===== config.mk =====
export PLATFORM = sky130hd
export DESIGN_NAME = logic_expression_lexer_unit_flat
export DESIGN_NICKNAME = d
export VERILOG_FILES = /design/src/lel_pkg.sv /design/src/lel_byte_if.sv /design/src/lel_token_if.sv /design/src/lel_front.sv /design/src/lel_fifo.sv /design/src/lel_back.sv /design/src/logic_expression_lexer_unit.sv /design/src/flat_wrapper.sv
export SDC_FILE = /design/constraint.sdc
export NUM_CORES = 1
export LEC_CHECK = 0
export ABC_CLOCK_PERIOD_IN_PS = 2700
export BUFFER_PORTS_ARGS = -buffer_cell sky130_fd_sc_hd__buf_2
export CORE_ASPECT_RATIO = 1.1
export CORE_MARGIN = 5
export CORE_UTILIZATION = 55
export DETAILED_ROUTE_END_ITERATION = 6
export PLACE_DENSITY = 0.76
export SYNTH_ARGS = -nofsm -noshare
export SYNTH_HDL_FRONTEND = slang
export SYNTH_SLANG_ARGS = --single-unit

===== constraint.sdc =====
create_clock -name clk_i -period 2.7 [get_ports clk_i]
set_input_delay 0.54 -clock clk_i [delete_from_list [all_inputs] [get_ports clk_i]]
set_output_delay 0.54 -clock clk_i [all_outputs]
set_load 0.01 [all_outputs]

===== src/lel_pkg.sv =====
// ----------------------------------------------------------------------------
// lel_pkg: shared definitions for the logic expression lexer
// Token codes, character constants, queue entry type and identifier limit.
// ----------------------------------------------------------------------------
package lel_pkg;

  typedef enum logic [3:0] {
    TK_SEMI    = 4'd0,
    TK_NOT     = 4'd1,
    TK_AND     = 4'd2,
    TK_OR      = 4'd3,
    TK_XOR     = 4'd4,
    TK_EQV     = 4'd5,
    TK_EQP     = 4'd6,
    TK_IMP     = 4'd7,
    TK_LPAREN  = 4'd8,
    TK_RPAREN  = 4'd9,
    TK_ID      = 4'd10,
    TK_IDCHAR  = 4'd11
  } token_kind_e;

  localparam logic [7:0] CH_AMP    = 8'h26; // '&'
  localparam logic [7:0] CH_BAR    = 8'h7C; // '|'
  localparam logic [7:0] CH_LT     = 8'h3C; // '<'
  localparam logic [7:0] CH_MINUS  = 8'h2D; // '-'
  localparam logic [7:0] CH_GT     = 8'h3E; // '>'
  localparam logic [7:0] CH_EQ     = 8'h3D; // '='
  localparam logic [7:0] CH_DOLLAR = 8'h24; // '$'
  localparam logic [7:0] CH_TILDE  = 8'h7E; // '~'
  localparam logic [7:0] CH_CARET  = 8'h5E; // '^'
  localparam logic [7:0] CH_SEMI   = 8'h3B; // ';'
  localparam logic [7:0] CH_LPAREN = 8'h28; // '('
  localparam logic [7:0] CH_RPAREN = 8'h29; // ')'

  localparam int MAX_ID_LEN = 32;
  localparam logic [5:0] ID_LIMIT = 6'((MAX_ID_LEN > 63) ? 63 : MAX_ID_LEN);

  localparam int FIFO_DEPTH = 4;

  // One queue entry: one or two tokens caused by a single input byte.
  typedef struct packed {
    logic        two;
    token_kind_e tok0;
    token_kind_e tok1;
  } lel_entry_t;

  typedef struct packed {
    logic       push;
    lel_entry_t entry;
  } lel_push_t;

  typedef struct packed {
    logic       empty;
    lel_entry_t entry;
  } lel_head_t;

endpackage


===== src/lel_byte_if.sv =====
// ----------------------------------------------------------------------------
// lel_byte_if: input character channel
// Valid/ready channel carrying one expression character per request.
// ----------------------------------------------------------------------------
interface lel_byte_if;
  logic       valid;
  logic       ready;
  logic [7:0] in_byte;

  modport source (output valid, output in_byte, input ready);
  modport sink (input valid, input in_byte, output ready);
endinterface


===== src/lel_token_if.sv =====
// ----------------------------------------------------------------------------
// lel_token_if: output token channel
// Valid/ready channel carrying one token code per request.
// ----------------------------------------------------------------------------
interface lel_token_if;
  logic       valid;
  logic       ready;
  logic [3:0] token_kind;

  modport source (output valid, output token_kind, input ready);
  modport sink (input valid, input token_kind, output ready);
endinterface


===== src/lel_front.sv =====
// ----------------------------------------------------------------------------
// lel_front: scanner front end
// Accepts characters, runs the scan state machine, queues the tokens.
// ----------------------------------------------------------------------------
module lel_front (
  input  logic              clk_i,
  input  logic              rst_ni,
  lel_byte_if.sink          in_i,
  input  logic              full_i,
  output lel_pkg::lel_push_t push_o
);

  typedef enum logic [7:0] {
    ST_IDLE     = 8'b0000_0001,
    ST_AMP      = 8'b0000_0010,
    ST_BAR      = 8'b0000_0100,
    ST_LT       = 8'b0000_1000,
    ST_LT_MINUS = 8'b0001_0000,
    ST_LT_EQ    = 8'b0010_0000,
    ST_MINUS    = 8'b0100_0000,
    ST_IDENT    = 8'b1000_0000
  } scan_state_e;

  typedef struct packed {
    logic                 emit;
    lel_pkg::token_kind_e tok;
    scan_state_e          nxt;
  } idle_res_t;

  function automatic idle_res_t scan_idle(input logic [7:0] c);
    idle_res_t r;
    r.emit = 1'b1;
    r.tok  = lel_pkg::TK_SEMI;
    r.nxt  = ST_IDLE;
    case (c)
      lel_pkg::CH_SEMI:   r.tok = lel_pkg::TK_SEMI;
      lel_pkg::CH_TILDE:  r.tok = lel_pkg::TK_NOT;
      lel_pkg::CH_CARET:  r.tok = lel_pkg::TK_XOR;
      lel_pkg::CH_LPAREN: r.tok = lel_pkg::TK_LPAREN;
      lel_pkg::CH_RPAREN: r.tok = lel_pkg::TK_RPAREN;
      lel_pkg::CH_AMP:    begin r.emit = 1'b0; r.nxt = ST_AMP;   end
      lel_pkg::CH_BAR:    begin r.emit = 1'b0; r.nxt = ST_BAR;   end
      lel_pkg::CH_LT:     begin r.emit = 1'b0; r.nxt = ST_LT;    end
      lel_pkg::CH_MINUS:  begin r.emit = 1'b0; r.nxt = ST_MINUS; end
      lel_pkg::CH_DOLLAR: begin r.emit = 1'b0; r.nxt = ST_IDENT; end
      default:            r.tok = lel_pkg::TK_SEMI;
    endcase
    return r;
  endfunction

  scan_state_e state_q, state_d;
  logic [5:0]  cnt_q, cnt_d;
  logic        accept;
  logic        is_id;
  idle_res_t   idle_r;
  logic [7:0]  c;

  assign in_i.ready = ~full_i;
  assign accept     = in_i.valid & in_i.ready;
  assign c          = in_i.in_byte;

  assign is_id = ((c >= 8'h61) && (c <= 8'h7A)) || ((c >= 8'h41) && (c <= 8'h5A)) ||
                 ((c >= 8'h30) && (c <= 8'h39)) || (c == 8'h5F);

  assign idle_r = scan_idle(c);

  always_comb begin
    state_d         = state_q;
    cnt_d           = cnt_q;
    push_o.push     = 1'b0;
    push_o.entry.two  = 1'b0;
    push_o.entry.tok0 = lel_pkg::TK_SEMI;
    push_o.entry.tok1 = lel_pkg::TK_SEMI;
    if (accept) begin
      case (state_q)
        ST_AMP, ST_BAR, ST_MINUS, ST_LT_MINUS, ST_LT_EQ: begin
          state_d     = ST_IDLE;
          push_o.push = 1'b1;
          if ((state_q == ST_AMP) && (c == lel_pkg::CH_AMP)) begin
            push_o.entry.tok0 = lel_pkg::TK_AND;
          end else if ((state_q == ST_BAR) && (c == lel_pkg::CH_BAR)) begin
            push_o.entry.tok0 = lel_pkg::TK_OR;
          end else if ((state_q == ST_MINUS) && (c == lel_pkg::CH_GT)) begin
            push_o.entry.tok0 = lel_pkg::TK_IMP;
          end else if ((state_q == ST_LT_MINUS) && (c == lel_pkg::CH_GT)) begin
            push_o.entry.tok0 = lel_pkg::TK_EQV;
          end else if ((state_q == ST_LT_EQ) && (c == lel_pkg::CH_GT)) begin
            push_o.entry.tok0 = lel_pkg::TK_EQP;
          end
        end
        ST_LT: begin
          if (c == lel_pkg::CH_MINUS) begin
            state_d = ST_LT_MINUS;
          end else if (c == lel_pkg::CH_EQ) begin
            state_d = ST_LT_EQ;
          end else begin
            state_d     = ST_IDLE;
            push_o.push = 1'b1;
          end
        end
        ST_IDENT: begin
          if (is_id) begin
            // Saturate the length and drop characters past the limit.
            if (cnt_q < lel_pkg::ID_LIMIT) begin
              cnt_d             = cnt_q + 6'd1;
              push_o.push       = 1'b1;
              push_o.entry.tok0 = lel_pkg::TK_IDCHAR;
            end
          end else begin
            // Close the identifier, then rescan the character from idle.
            push_o.push       = 1'b1;
            push_o.entry.tok0 = lel_pkg::TK_ID;
            push_o.entry.two  = idle_r.emit;
            push_o.entry.tok1 = idle_r.tok;
            state_d           = idle_r.nxt;
            if (idle_r.nxt == ST_IDENT) begin
              cnt_d = 6'd0;
            end
          end
        end
        default: begin
          push_o.push       = idle_r.emit;
          push_o.entry.tok0 = idle_r.tok;
          state_d           = idle_r.nxt;
          if (idle_r.nxt == ST_IDENT) begin
            cnt_d = 6'd0;
          end
        end
      endcase
    end
  end

  always_ff @(posedge clk_i or negedge rst_ni) begin
    if (!rst_ni) begin
      state_q <= ST_IDLE;
      cnt_q   <= 6'd0;
    end else begin
      state_q <= state_d;
      cnt_q   <= cnt_d;
    end
  end

endmodule


===== src/lel_fifo.sv =====
// ----------------------------------------------------------------------------
// lel_fifo: token queue
// Small first-in first-out queue of token entries between front and back.
// ----------------------------------------------------------------------------
module lel_fifo #(
  parameter int DEPTH = lel_pkg::FIFO_DEPTH
) (
  input  logic               clk_i,
  input  logic               rst_ni,
  input  lel_pkg::lel_push_t push_i,
  input  logic               pop_i,
  output logic               full_o,
  output lel_pkg::lel_head_t head_o
);

  localparam int AW = (DEPTH > 1) ? $clog2(DEPTH) : 1;
  localparam int CW = $clog2(DEPTH + 1);

  lel_pkg::lel_entry_t mem_q [DEPTH];
  logic [AW-1:0] wr_q, wr_d, rd_q, rd_d;
  logic [CW-1:0] cnt_q, cnt_d;
  logic          do_push, do_pop;

  assign full_o       = (cnt_q == CW'(DEPTH));
  assign head_o.empty = (cnt_q == '0);
  assign head_o.entry = mem_q[rd_q];
  assign do_push      = push_i.push & ~full_o;
  assign do_pop       = pop_i & ~head_o.empty;

  always_comb begin
    wr_d  = wr_q;
    rd_d  = rd_q;
    cnt_d = cnt_q;
    if (do_push) begin
      wr_d = (wr_q == AW'(DEPTH - 1)) ? '0 : wr_q + AW'(1);
    end
    if (do_pop) begin
      rd_d = (rd_q == AW'(DEPTH - 1)) ? '0 : rd_q + AW'(1);
    end
    case ({do_push, do_pop})
      2'b10:   cnt_d = cnt_q + CW'(1);
      2'b01:   cnt_d = cnt_q - CW'(1);
      default: cnt_d = cnt_q;
    endcase
  end

  always_ff @(posedge clk_i) begin
    if (do_push) begin
      mem_q[wr_q] <= push_i.entry;
    end
  end

  always_ff @(posedge clk_i or negedge rst_ni) begin
    if (!rst_ni) begin
      wr_q  <= '0;
      rd_q  <= '0;
      cnt_q <= '0;
    end else begin
      wr_q  <= wr_d;
      rd_q  <= rd_d;
      cnt_q <= cnt_d;
    end
  end

endmodule


===== src/lel_back.sv =====
// ----------------------------------------------------------------------------
// lel_back: token issue stage
// Splits queue entries into single tokens and holds them in the output register.
// ----------------------------------------------------------------------------
module lel_back (
  input  logic               clk_i,
  input  logic               rst_ni,
  input  lel_pkg::lel_head_t head_i,
  output logic               pop_o,
  lel_token_if.source        out_o
);

  logic       valid_q, valid_d;
  logic       pos_q, pos_d;
  logic [3:0] tok_q, tok_d;
  logic       load;

  assign load = ~valid_q | out_o.ready;

  always_comb begin
    valid_d = valid_q;
    pos_d   = pos_q;
    tok_d   = tok_q;
    pop_o   = 1'b0;
    if (load) begin
      valid_d = ~head_i.empty;
      if (!head_i.empty) begin
        tok_d = pos_q ? head_i.entry.tok1 : head_i.entry.tok0;
        // Advance to the second token, or retire the entry.
        if (head_i.entry.two && !pos_q) begin
          pos_d = 1'b1;
        end else begin
          pos_d = 1'b0;
          pop_o = 1'b1;
        end
      end
    end
  end

  always_ff @(posedge clk_i or negedge rst_ni) begin
    if (!rst_ni) begin
      valid_q <= 1'b0;
      pos_q   <= 1'b0;
    end else begin
      valid_q <= valid_d;
      pos_q   <= pos_d;
    end
  end

  always_ff @(posedge clk_i) begin
    tok_q <= tok_d;
  end

  assign out_o.valid      = valid_q;
  assign out_o.token_kind = tok_q;

endmodule


===== src/logic_expression_lexer_unit.sv =====
// ----------------------------------------------------------------------------
// logic_expression_lexer_unit: logic expression lexer
// Tokenizes a character stream of logical expressions into token codes.
// ----------------------------------------------------------------------------
// Path: a character request writes its entry into the token queue, and the token
//   is then loaded into the output register once that register is free.
// Throughput: one character per cycle while the queue has room; a character with
//   two tokens holds the output register for both; the token queue absorbs that.
// Input ready drops only when all FIFO_DEPTH queue entries are in use.
// Reset (async, active low): scanner back to idle, length zero, queue empty,
//   no token valid.
module logic_expression_lexer_unit #(
  parameter int FIFO_DEPTH = lel_pkg::FIFO_DEPTH
) (
  input  logic       clk_i,
  input  logic       rst_ni,
  lel_byte_if.sink   in_i,
  lel_token_if.source out_o
);

  lel_pkg::lel_push_t push;
  lel_pkg::lel_head_t head;
  logic               full;
  logic               pop;

  // Front: accept characters, track scan state, build queue entries.
  lel_front u_front (
    .clk_i  (clk_i),
    .rst_ni (rst_ni),
    .in_i   (in_i),
    .full_i (full),
    .push_o (push)
  );

  // Queue: decouple scanning from token issue.
  lel_fifo #(
    .DEPTH (FIFO_DEPTH)
  ) u_fifo (
    .clk_i  (clk_i),
    .rst_ni (rst_ni),
    .push_i (push),
    .pop_i  (pop),
    .full_o (full),
    .head_o (head)
  );

  // Back: issue one token per cycle from the queue head while the output is not stalled.
  lel_back u_back (
    .clk_i  (clk_i),
    .rst_ni (rst_ni),
    .head_i (head),
    .pop_o  (pop),
    .out_o  (out_o)
  );

endmodule


===== src/flat_wrapper.sv =====
// flat-port wrapper written by rule: the top's interface ports become plain ports
module logic_expression_lexer_unit_flat 
#(
  parameter int FIFO_DEPTH = lel_pkg::FIFO_DEPTH
)
  (clk_i, rst_ni, in_i_valid, in_i_in_byte, in_i_ready, out_o_valid, out_o_token_kind, out_o_ready);
  lel_byte_if in_i_i ();
  lel_token_if out_o_i ();
  input  logic clk_i;
  input  logic rst_ni;
  input wire logic [$bits(in_i_i.valid)-1:0] in_i_valid;
  input wire logic [$bits(in_i_i.in_byte)-1:0] in_i_in_byte;
  output wire logic [$bits(in_i_i.ready)-1:0] in_i_ready;
  output wire logic [$bits(out_o_i.valid)-1:0] out_o_valid;
  output wire logic [$bits(out_o_i.token_kind)-1:0] out_o_token_kind;
  input wire logic [$bits(out_o_i.ready)-1:0] out_o_ready;
  assign in_i_i.valid = in_i_valid;
  assign in_i_i.in_byte = in_i_in_byte;
  assign in_i_ready = in_i_i.ready;
  assign out_o_valid = out_o_i.valid;
  assign out_o_token_kind = out_o_i.token_kind;
  assign out_o_i.ready = out_o_ready;
  logic_expression_lexer_unit #(.FIFO_DEPTH(FIFO_DEPTH)) u_core (.clk_i(clk_i), .rst_ni(rst_ni), .in_i(in_i_i), .out_o(out_o_i));
endmodule

==> results.cfg, run 1 <==
[worst_setup_path]
worstPathArrival_ns = 2.97
start_kind = flop
cp_slowest_cell = dfrtp_1
crit_type = flop to flop
worstReg2RegStart = u_core.u_front.state_q[3]$_DFFE_PN0P_
endpoint_kind = flop
crit_chain = buf_6 -> nor4_4 -> nand3_2 -> a211oi_4 -> a21boi_4 -> inv_2 -> ha_4 -> inv_2 -> fa_2 -> xor2_1 -> nor2_1 -> xor2_1
required_ns = 2.96
critPathLaunch = u_core.u_front.state_q[3]$_DFFE_PN0P_
cp_max_fo = 5
cpPeakStageDelay_ns = 0.41

[logic_synthesis]
ys_async_sr_fraction_pct = 39.0
synth_area_mm2 = 0.00312
synth_warnings = 0
synth_edf_count = 36
synth_seq_area_share_pct = 53.1
syn_area_per_cell_um2 = 11.4
syn-num-nets = 294
synth_cells = 274
ys.flop_type = edfxtp_1
synth-seq-cells = 59
ys_types = 59

[floorplanning]
die-height_um = 89.0
fp.dieW_um = 81.8
initial_core_util_pct = 57.4
dieArea_mm2 = 0.00728
ios = 18
num_rows = 28
core-area_mm2 = 0.00543

[worst_hold_path]
min_path_type = input pin to asynchronous set/reset pin

[placement]
place_congestion = 0.838
placed_cell_area_mm2 = 0.00362
place_inst = 400
place_ws_ns = -0.164
dp_hpwl_um = 4780
io_buffers = 17

[timing]
fin_skew_ns = 0.00654
setup_viol = 1
period_needed_ns = 2.71
period_share_pct = 100
worst_slack_ns = -0.0108
holdWs_ns = 0.181
hold_violations = 0
fmaxAchievable_mhz = 369
max-slew-margin-rel_pct = 63.3
worstMarginPinSlew_ns = 0.551
rsz0062_at_grt = true
slew_viol_final = 0

[route]
drt_wl_total_um = 6680
vias_per_cell = 5.66
drt-pass1-iter-count = 4
first_iter_violations = 87
ant_nets = 0
via_count = 2393
drc = 0
wire_per_inst_um = 15.8

[clock_network]
clock_latency_ns = 0.34
cts_tree = done
cts-buffers-inserted = 9
htree_levels = 3
cts_hold_buf = 0
clockBufferDepth = 2
cts_root_buffer = clkbuf_8
path_clk_slew_ns = 0.06
clock_sinks = 59

[power]
ir_worst_vdd_v = 0.000387
p_leak_nw = 1.60
powerDensity_mw_per_mm2 = 764

[cells_and_area]
final_cell_mix = buf_4 (49), nand2_1 (37), edfxtp_1 (36), dfrtp_1 (20), buf_2 (17)
diodes = 0
nNetsFinal = 363
final_cells = 423
finalInstanceArea_mm2 = 0.00394
fillCellCount = 387
final_common_cell = buf_4
area_growth_pct = 26.2
layout-drive-gt1-share_pct = 35.6
final_core_util_pct = 72.5

[global_route]
grt_max_degree = 24
grt_first_pass_wirelength_um = 10800
track_usage_pct = 20.3
grt_overflow_total = 0
first_global_vias = 2392
grt_antenna_before_repair = 0

[job]
max_cap_violations = 0

[run_status]
violations = negative setup slack
outcome = finished, violations left
where the power goes:
group | switching (mW) | internal [mW]
clock | 0.331 | 0.417
combinational | 0.504 | 0.486
sequential | 0.0918 | 1.18
path summary, 6_finish.rpt:
path,end,slack [ns],cells after the start
max,u_core.u_fifo.cnt_q[2]$_DFFE_PN0P_,-0.01,12
min,u_core.u_back.pos_q$_DFFE_PN0P_,0.18,1
max reg2reg,u_core.u_fifo.cnt_q[2]$_DFFE_PN0P_,-0.01,12
min reg2reg,u_core.u_back.out_o.valid$_DFFE_PN0N_,0.49,2
max in group asynchronous,u_core.u_front.state_q[4]$_DFFE_PN0P_,2.12,1
min in group clk_i,u_core.u_back.out_o.valid$_DFFE_PN0N_,0.45,4
timing repair:
item,CTS,global route
pin swaps,1,10
cloned,0,0
gates resized for setup,1,16
buffers inserted,0,7
setup endpoints to repair,1,6
area by class of cell:
cell class	instances	area, um2	area share, %
sequential	59	1660	42.2
multi-input combinational	192	1480	37.7
timing repair buffer	67	464	11.8
clock buffer	10	128	3.24
tap	75	93.8	2.38
clock inverter	6	56.3	1.43
inverter	14	52.6	1.33
synthesized netlist by cell type (2+ instances only):
| master | number | share of area (%) |
|---|---|---|
| nor2_1 | 17 | 2.0 |
| a211oi_1 | 3 | 0.72 |
| ha_1 | 7 | 2.8 |
| o21ai_0 | 5 | 0.80 |
| or4_1 | 2 | 0.48 |
| nor3_1 | 6 | 0.96 |
| or3b_2 | 3 | 0.84 |
| o41ai_1 | 3 | 0.84 |
| mux2i_1 | 3 | 0.96 |
| nand2_1 | 39 | 4.7 |
| or3_1 | 2 | 0.40 |
| nand4_1 | 3 | 0.60 |
| a21oi_1 | 7 | 1.1 |
| nand4b_1 | 2 | 0.56 |
| and2_1 | 5 | 1.0 |
| buf_2 | 5 | 0.80 |
| nor4_1 | 2 | 0.40 |
| xnor2_1 | 4 | 1.1 |
| nor2b_1 | 4 | 0.80 |
| o21ai_1 | 3 | 0.48 |
| nand3b_1 | 2 | 0.48 |
| mux4_2 | 8 | 5.8 |
| nand2b_1 | 4 | 0.80 |
| a21o_1 | 2 | 0.48 |
| and3_1 | 2 | 0.40 |
| clkbuf_1 | 4 | 0.48 |
| o31ai_1 | 3 | 0.72 |
| mux2_2 | 3 | 1.1 |
| dfrtp_1 | 22 | 18 |
| inv_1 | 14 | 1.7 |
| or3b_1 | 2 | 0.56 |
| o211ai_1 | 5 | 1.2 |
| xor2_1 | 2 | 0.56 |
| a31oi_1 | 2 | 0.40 |
| nand3_1 | 15 | 2.4 |
| edfxtp_1 | 36 | 35 |
sequential cells by signal (all words and copies together) (netlist names):
| register | cells |
|---|---|
| u_core.u_back.out_o.valid | 1 |
| u_core.u_fifo.wr_q | 2 |
| u_core.u_fifo.cnt_q | 3 |
| u_core.u_back.pos_q | 1 |
| u_core.u_front.state_q | 8 |
| u_core.u_back.out_o.token_kind | 4 |
| u_core.u_fifo.rd_q | 2 |
| u_core.u_front.cnt_q | 6 |
| u_core.u_fifo.mem_q | 32 |
metal layers:
layer / GRT usage [%] / vias up / part of all wire, %
met3: 3.93 / 17 / 3.7
met2: 35.6 / 53 / 54
met1: 23.2 / 1164 / 40
met5: 0 / - / 0
met4: 10.7 / 0 / 2.7
li1: - / 1159 / -
metrics by stage:
step	power (mW)	TNS (ns)
floorplan	1.92	0
global placement	2.17	-0.121
detailed placement	2.23	-0.260
CTS	2.98	0
global route	3.21	-0.165
finish	3.01	-0.0108
cells by family after synthesis:
logic type	count (synthesis)	synth area share, %
buffers and inverters	23	2.97
adders and majority gates	8	3.45
muxes	14	7.82
AOI/OAI and AO/OA	44	10.3
and+or+nand+nor	120	20.7
xor gates and xnor gates	6	1.68
DFF	59	53.1
critical path: cells and delay by family, from the launching register on:
| family | cells | cell delay (ns) |
|---|---|---|
| xor gates and xnor gates | 2 | 0.32 |
| DFF | 1 | 0.41 |
| buffers and inverters | 3 | 0.28 |
| adders and majority gates | 2 | 0.46 |
| AOI/OAI and AO/OA | 2 | 0.45 |
| and+or+nand+nor | 3 | 0.71 |
No activity file was read; power rests on OpenSTA's default activity.
==> inputs of run 2 (changes only) <==
--- a/config.mk
+++ b/config.mk
@@ -6,7 +6,7 @@
 export NUM_CORES = 1
 export LEC_CHECK = 0
 export ABC_CLOCK_PERIOD_IN_PS = 2700
-export BUFFER_PORTS_ARGS = -buffer_cell sky130_fd_sc_hd__buf_2
+export BUFFER_PORTS_ARGS = -buffer_cell sky130_fd_sc_hd__buf_4
 export CORE_ASPECT_RATIO = 1.1
 export CORE_MARGIN = 5
 export CORE_UTILIZATION = 55
==> run 2 against run 1 <==
  * The run now ends clean
  * Setup slack gained 0.20 ns
  * Global-route usage grew 0.39 points
  * Total power grew 4.6%
  * First-iteration DRC count grew 45%
  * Clock skew grew 0.0022 ns
  * Cell count shrank 1.7%
==> results.cfg, run 2 (same netlist as run 1, synthesis figures left out) <==
[run_status]
outcome = finished, final reports clean

[placement]
dp_hpwl_um = 4870
io_buffers = 17
placed_cell_area_mm2 = 0.00371
place_congestion = 0.901
place_ws_ns = -0.169

[route]
wire_per_inst_um = 15.8
drt_wl_total_um = 6570
drc = 0
first_iter_violations = 126
via_count = 2379
drt-pass1-iter-count = 4
ant_nets = 0
vias_per_cell = 5.72

[floorplanning]
initial_core_util_pct = 57.4
dieArea_mm2 = 0.00728
num_rows = 28
core-area_mm2 = 0.00543
die-height_um = 89.0
ios = 18
fp.dieW_um = 81.8

[cells_and_area]
reg.largest.list = u_core.u_fifo.mem_q (32), u_core.u_front.state_q (8), u_core.u_front.cnt_q (6)
diodes = 0
final_cell_mix = buf_4 (56), nand2_1 (38), edfxtp_1 (36), dfrtp_1 (21)
largest_reg_flops = 32
final_common_cell = buf_4
layout-drive-gt1-share_pct = 34.0
regMostFlops = u_core.u_fifo.mem_q
area_growth_pct = 27.9
finalInstanceArea_mm2 = 0.00399
nNetsFinal = 356
fillCellCount = 365

[timing]
setup_viol = 0
worst_slack_ns = 0.188
period_share_pct = 93.0
fmaxAchievable_mhz = 398
period_needed_ns = 2.51
worstMarginPinSlew_ns = 0.469
fin_skew_ns = 0.00871
hold_violations = 0
slew_viol_final = 0
max-slew-margin-rel_pct = 68.5

[worst_setup_path]
start_kind = input pin
worstPathArrival_ns = 2.77
crit_type = input pin to flop
required_ns = 2.95
cp_max_fo = 4
endpoint_kind = flop

[power]
powerDensity_mw_per_mm2 = 789
p_leak_nw = 1.59
ir_worst_vdd_v = 0.000435

[global_route]
track_usage_pct = 20.7
grt_first_pass_wirelength_um = 11100
grt_max_degree = 24
grt_overflow_total = 0
grt_antenna_before_repair = 0
first_global_vias = 2387

[job]
max_cap_violations = 0

[clock_network]
clock_latency_ns = 0.33
cts_tree = done
path_clk_slew_ns = 0.06
cts_root_buffer = clkbuf_8
cts-buffers-inserted = 9
htree_levels = 3
clockBufferDepth = 2
cts_hold_buf = 0
clock_sinks = 59

[worst_hold_path]
min_path_type = input pin to asynchronous set/reset pin
[run 2: per-layer routing]
| metal | global-route usage (%) | up-vias | part of all wire [%] |
|---|---|---|---|
| met2 | 36.1 | 58 | 54 |
| met5 | 0 | - | 0 |
| met4 | 9.97 | 0 | 1.8 |
| met3 | 3.33 | 14 | 4.4 |
| li1 | - | 1147 | - |
| met1 | 24.7 | 1160 | 40 |
[run 2: final cells by class]
type	count	area (um2)	area share, %
Clock buffer	11	131	3.29
Sequential cell	59	1660	41.6
Clock inverter	5	77.6	1.94
Multi-Input combinational cell	192	1470	37.0
Inverter	14	52.6	1.32
Tap cell	75	93.8	2.35
Timing Repair Buffer	60	500	12.5
[run 2: path summary, 6_finish.rpt]
kind / from / end / slack, ns / depth (start not counted)
worst min register to register: u_core.u_back.out_o.valid$_DFFE_PN0N_ / u_core.u_back.out_o.valid$_DFFE_PN0N_ / 0.51 / 2
worst min-delay path: rst_ni / u_core.u_back.pos_q$_DFFE_PN0P_ / 0.09 / 1
worst max register to register: u_core.u_front.state_q[2]$_DFFE_PN0P_ / u_core.u_fifo.cnt_q[1]$_DFFE_PN0P_ / 0.19 / 11
min in group clk_i: out_o_ready / u_core.u_back.out_o.valid$_DFFE_PN0N_ / 0.46 / 4
max in group asynchronous: rst_ni / u_core.u_front.state_q[0]$_DFFE_PN1P_ / 2.30 / 1
worst max-delay path: in_i_in_byte[7] / u_core.u_fifo.cnt_q[2]$_DFFE_PN0P_ / 0.19 / 13
[run 2: critical path, cell delays in order]
cell and delay (ns):
buf_4 0.12, or3b_4 0.41, o21ai_2 0.17, a31oi_4 0.13
a211oi_4 0.27, a21boi_2 0.09, inv_1 0.07, ha_2 0.19
inv_2 0.04, fa_2 0.32, xor2_1 0.14, nor2_1 0.11
xor2_1 0.16
[run 2: timing repair]
action                                  CTS  global route
endpoints found under the setup margin    0             2
gates resized for setup                   0            13
setup buffers                             0             1
[run 2: where the power goes]
part	total, mW	internal [mW]	switching, mW	leakage, nW
clock	0.853	0.517	0.336	0.103
sequential	1.27	1.18	0.0946	0.639
combinational	1.02	0.524	0.497	0.852
total	3.15	2.22	0.927	1.59
[run 2: through the flow]
stage	power (mW)	hold WS [ns]	cells	setup TNS (ns)	util [%]
3_5_place_dp	2.32	0.463	399	-0.222	68.3
6_report	3.15	0.0920	416	0	73.5
2_1_floorplan	1.92	0.244	274	0	-
3_3_place_gp	2.27	0.447	399	-0.0937	68.3
4_1_cts	3.17	0.0937	415	0	72.2
5_1_grt	3.35	0.0987	416	-0.0229	73.5
